### src/sv/jvcl_pkg.sv
// Shared types and constants for the joint velocity command limiter.
// Holds payload structs, controller commands, state and register codes.
// No dependencies.
package jvcl_pkg;

    // Lane count of the payload and default number of active joints
    localparam int unsigned LANES          = 6;
    localparam int unsigned JOINT_COUNT_DEF = 6;

    // Stage registers between joint issue and the result buffer write
    localparam int unsigned PIPE_DEPTH = 5;

    localparam int unsigned IDX_W  = $clog2(LANES);
    localparam int unsigned CNT_W  = $clog2(LANES + PIPE_DEPTH);
    localparam int unsigned CFG_AW = 3;
    localparam int unsigned CFG_DW = 20;

    // Register reset values
    localparam logic [16:0]        ALPHA_RST    = 17'd65536;
    localparam logic [16:0]        ALPHA_ONE    = 17'd65536;
    localparam logic [15:0]        CTIME_RST    = 16'd655;
    localparam logic [19:0]        INV_RST      = 20'd25600;
    localparam logic [14:0]        CLIMIT_RST   = 15'd32767;
    localparam logic [14:0]        VLIMIT_RST   = 15'd32767;
    localparam logic [14:0]        SLIMIT_RST   = 15'd32767;
    localparam logic signed [15:0] POS_MIN_RST  = -16'sd32768;
    localparam logic signed [15:0] POS_MAX_RST  = 16'sd32767;

    // Configuration register indexes
    typedef enum logic [CFG_AW-1:0] {
        CFG_ALPHA   = 3'd0,
        CFG_CTIME   = 3'd1,
        CFG_INV     = 3'd2,
        CFG_CLIMIT  = 3'd3,
        CFG_VLIMIT  = 3'd4,
        CFG_SLIMIT  = 3'd5,
        CFG_POS_MIN = 3'd6,
        CFG_POS_MAX = 3'd7
    } t_cfg_idx;

    // Controller states
    typedef enum logic [1:0] {
        ST_IDLE,
        ST_RUN,
        ST_HAND
    } t_state;

    // Controller to datapath commands
    typedef struct packed {
        logic             start;
        logic             issue;
        logic [IDX_W-1:0] issue_idx;
        logic             load_out;
    } t_ctrl_cmd;

    // Input request
    typedef struct packed {
        logic signed [15:0] pos_now_0;
        logic signed [15:0] pos_now_1;
        logic signed [15:0] pos_now_2;
        logic signed [15:0] pos_now_3;
        logic signed [15:0] pos_now_4;
        logic signed [15:0] pos_now_5;
        logic signed [15:0] vel_cmd_0;
        logic signed [15:0] vel_cmd_1;
        logic signed [15:0] vel_cmd_2;
        logic signed [15:0] vel_cmd_3;
        logic signed [15:0] vel_cmd_4;
        logic signed [15:0] vel_cmd_5;
    } t_in_req;

    // Result request
    typedef struct packed {
        logic signed [15:0] pos_next_0;
        logic signed [15:0] pos_next_1;
        logic signed [15:0] pos_next_2;
        logic signed [15:0] pos_next_3;
        logic signed [15:0] pos_next_4;
        logic signed [15:0] pos_next_5;
        logic signed [15:0] vel_eff_0;
        logic signed [15:0] vel_eff_1;
        logic signed [15:0] vel_eff_2;
        logic signed [15:0] vel_eff_3;
        logic signed [15:0] vel_eff_4;
        logic signed [15:0] vel_eff_5;
    } t_out_rsp;

endpackage

### src/sv/jvcl_ctrl.sv
// Sequencer of the joint velocity command limiter: accepts a request, issues
// one joint per cycle into the datapath, then hands the result to the output.
// Depends on jvcl_pkg.
module jvcl_ctrl #(
    parameter int unsigned JOINT_COUNT = jvcl_pkg::JOINT_COUNT_DEF
) (
    input  logic                i_clk,
    input  logic                i_rst_n,
    input  logic                i_valid,
    output logic                o_stall,
    output logic                o_valid,
    input  logic                i_stall,
    output jvcl_pkg::t_ctrl_cmd o_cmd
);

    localparam int unsigned CNT_W = jvcl_pkg::CNT_W;
    localparam int unsigned IDX_W = jvcl_pkg::IDX_W;
    localparam logic [CNT_W-1:0] ISSUE_END = CNT_W'(JOINT_COUNT);
    localparam logic [CNT_W-1:0] LAST      = CNT_W'(JOINT_COUNT + jvcl_pkg::PIPE_DEPTH - 1);

    jvcl_pkg::t_state  r_state, n_state;
    logic [CNT_W-1:0]  r_cnt, n_cnt;
    logic              r_out_vld, n_out_vld;

    // State, counter and output valid registers
    always_ff @(posedge i_clk) begin
        if (!i_rst_n) begin
            r_state   <= jvcl_pkg::ST_IDLE;
            r_cnt     <= '0;
            r_out_vld <= 1'b0;
        end else begin
            r_state   <= n_state;
            r_cnt     <= n_cnt;
            r_out_vld <= n_out_vld;
        end
    end

    // Next state and commands
    always_comb begin
        n_state   = r_state;
        n_cnt     = r_cnt;
        n_out_vld = r_out_vld && i_stall;
        o_cmd     = '0;
        case (r_state)
            jvcl_pkg::ST_IDLE: begin
                if (i_valid) begin
                    o_cmd.start = 1'b1;
                    n_cnt       = '0;
                    n_state     = jvcl_pkg::ST_RUN;
                end
            end
            jvcl_pkg::ST_RUN: begin
                // one joint enters per cycle, then wait for the pipe to drain
                o_cmd.issue     = (r_cnt < ISSUE_END);
                o_cmd.issue_idx = r_cnt[IDX_W-1:0];
                n_cnt           = CNT_W'(r_cnt + 1'b1);
                if (r_cnt == LAST) begin
                    n_state = jvcl_pkg::ST_HAND;
                end
            end
            jvcl_pkg::ST_HAND: begin
                // move result into the output register once it is free
                if (!r_out_vld || !i_stall) begin
                    o_cmd.load_out = 1'b1;
                    n_out_vld      = 1'b1;
                    n_state        = jvcl_pkg::ST_IDLE;
                end
            end
            default: begin
                n_state = jvcl_pkg::ST_IDLE;
            end
        endcase
    end

    assign o_stall = (r_state != jvcl_pkg::ST_IDLE);
    assign o_valid = r_out_vld;

endmodule

### config.mk
export PLATFORM = sky130hd
export DESIGN_NAME = jvcl_ctrl
export DESIGN_NICKNAME = d
export VERILOG_FILES = /design/src/sv/jvcl_pkg.sv /design/src/sv/jvcl_ctrl.sv
export SDC_FILE = /design/constraint.sdc
export NUM_CORES = 1
export LEC_CHECK = 0
export BUFFER_PORTS_ARGS = -buffer_cell sky130_fd_sc_hd__buf_2
export CAP_MARGIN = 10
export CELL_PAD_IN_SITES_DETAIL_PLACEMENT = 1
export CELL_PAD_IN_SITES_GLOBAL_PLACEMENT = 2
export CORE_MARGIN = 2
export CORE_UTILIZATION = 23
export CTS_CLUSTER_SIZE = 28
export DETAILED_ROUTE_END_ITERATION = 7
export PLACE_DENSITY_LB_ADDON = 0.12
export SLEW_MARGIN = 20
export SYNTH_ARGS = -nofsm -noshare
export SYNTH_HDL_FRONTEND = slang
export SYNTH_SLANG_ARGS = --single-unit
### constraint.sdc
create_clock -name i_clk -period 0.9 [get_ports i_clk]
set_input_delay 0.18 -clock i_clk [delete_from_list [all_inputs] [get_ports i_clk]]
set_output_delay 0.18 -clock i_clk [all_outputs]
set_load 0.02 [all_outputs]
==> results.toml <==
[outcome]
status = "finished with violations"
violations = "negative setup slack"

[global_routing]
antenna_found_initial = 0
grt_max_degree = 8
grt_pass1_wl_mm = 2.06
grt_usage_pct = 14.6
grt.overflow.total = 0
grt_pass1_vias = 461

[timing]
skew_ns = 0.00131
max_freq_mhz = 777
relSlewSlack_pct = 82.7
rsz0062_at_grt = "true"
worst_pin_slew_ns = 0.260
finalCriticalPeriod_ns = 1.29
timing.final.hold_violations = 0
slew_viol_final = 0
tns_ns = -3.36
finalSetupViolCount = 14
setup_slack_ns = -0.387
hold_ws_ns = 0.220
finalCritPeriodShare_pct = 143

[layout]
antenna_cells = 0
n_fill_cell = 169
layout_common_cells = "buf_6 (9), buf_4 (8), dfxtp_4 (5)"
final_cells = 84
nets = 75
synthToLayoutAreaGrowth_pct = 88.9
drive_gt1_share_pct = 69.1
finish.instance_area_um2 = 721
layout_commonest_cell = "buf_6"

[synthesis]
ys_seq_area_share_pct = 36.7
netlist_instances = 44
synth.avg_cell_area_um2 = 8.67
synth_seq_cells = 7
ys.warnings.count = 0
netlist_area_um2 = 382
ys_types = 22
syn_nets = 50

[pwr]
p_leak_nw = 0.285
power_density_mw_per_mm2 = 1120
vdd_drop_max_mv = 0.580

[floorplan]
io_pins = 12
start_util_pct = 25.0
row_count = 14
die_h_um = 44.7
dieArea_mm2 = 0.00200
core-area_mm2 = 0.00152
die_w_um = 44.7

[route]
drc = 0
ant_nets = 0
via_per_inst = 4.87
dr.pass1.iters = 1
drtIter0Drc = 0
wl_per_cell_um = 13.5
wl_mm = 1.14
vias = 409

[cts]
cts_buffer_depth = 2
cts_buffers = 3
cts_tree = "yes"
clk_latency_ns = 0.25
cts_sinks = 7
path_clk_slew_ns = 0.05
htreeDepth = 1
cts_root_buffer = "clkbuf_4"

[critical_path]
r2r_end = "r_cnt[0]"
reg2reg_from = "r_state[0]"
crit_start = "r_state[1]"
endpoint = "o_cmd[2]"
critical_path_class = "reg -> out"
cpLargestDelayFamily = "flip-flops"
rr_worst_depth = 4
critical_path.max_stage_delay_ns = 0.37
reg2reg_slack_ns = -0.25
cp_data_required_time_ns = 0.72
path_depth = 3
start_kind = "register"
cp.arrival_ns = 1.11
slowest_stage = "dfxtp_4"
crit_buf_inv = 1
cp_max_fo = 7
endpoint_kind = "output pin"
cp_cell_sequence = "and2b_2 > and2_4 > buf_6"

[placement]
place.detailed.hpwl_um = 849
gp_congestion = 0.775
dpl.cell_count = 77
place_ws_ns = -0.230
dpl-instance-area_um2 = 572
portBuffers = 11

[hold_path]
hp-class = "in -> reg"
min-delay-start = "i_stall"

[flow_run]
maxCapViolations = 0
registers in the layout, indices dropped and copies added, names as in the netlist:
name / cells
r_state: 2
o_valid: 1
r_cnt: 4
what timing repair did:
action	in CTS	in global routing
hold buffers	0	0
setup buffers	3	0
setup endpoints to repair	15	14
resized for setup	27	2
pin swaps	6	0
kinds of logic (layout without fill, tap and decap cells):
group	count (synthesis)	in the layout	synth area share, %
DFF	7	7	36.7
and+or+nand+nor	22	22	33.1
adders and majority gates	2	2	6.56
buffers and inverters	4	28	5.90
AOI/OAI and AO/OA	9	9	17.7
report_power, final:
group	total [W]	switching [W]	internal, W
Combinational	0.000191	0.0000885	0.000103
Sequential	0.000323	0.0000137	0.000309
Clock	0.000291	0.000122	0.000170
Total	0.000805	0.000224	0.000581
cell type report:
cell class / count / area [µm²] / area share [%]
Timing Repair Buffer: 21 / 196 / 27.3
Tap cell: 16 / 20.0 / 2.78
Inverter: 3 / 11.3 / 1.56
Sequential cell: 7 / 160 / 22.2
Multi-Input combinational cell: 33 / 307 / 42.5
Clock buffer: 4 / 26.3 / 3.65
per-stage QoR:
| step | power (W) | utilization [%] |
|---|---|---|
| 2_1_floorplan | 0.000424 | - |
| 3_3_place_gp | 0.000480 | 37.5 |
| 3_5_place_dp | 0.000485 | 37.5 |
| 4_1_cts | 0.000818 | 47.0 |
| 5_1_grt | 0.000856 | 47.3 |
| 6_report | 0.000805 | 47.3 |
worst min path at each step:
stage              end  slack, ns  depth (start not counted)
3_3_place_gp   o_valid       0.49                          3
2_1_floorplan  o_valid       0.34                          2
6_report       o_valid       0.22                          3
4_1_cts        o_valid       0.20                          3
5_1_grt        o_valid       0.24                          3
3_5_place_dp   o_valid       0.49                          3
synth_stat cells, drive strengths merged:
cell / count / area share (%)
nand2b: 2 / 5.2
o21bai: 1 / 3.0
ha: 2 / 6.6
and2: 2 / 3.3
and2b: 1 / 2.3
nand4b: 1 / 2.3
inv: 3 / 3.0
nand3: 3 / 3.9
a21oi: 2 / 2.6
nand3b: 1 / 2.0
dfxtp: 7 / 37
o22a: 1 / 2.6
nor3b: 1 / 2.0
a2bb2oi: 1 / 2.3
or2: 1 / 1.6
nand2: 3 / 3.0
a211oi: 2 / 3.9
or3: 1 / 1.6
nor2: 6 / 5.9
a31oi: 2 / 3.3
buf: 1 / 3.0
metal layers:
| layer | GRT usage (%) | vias up | part of all wire, % |
|---|---|---|---|
| met2 | 25.5 | 7 | 57 |
| met3 | 3.60 | 0 | 3.3 |
| li1 | - | 202 | - |
| met1 | 17.0 | 200 | 40 |
| met4 | 5.45 | 0 | 0 |
| met5 | 0 | - | 0 |
tightest hold or removal path: cells and delay by family:
family          cells  cell delay [ns]
compound gates      1             0.06
simple gates        1             0.08
buf+inv             1             0.12
Note: power is estimated with default switching activity, not from simulation.
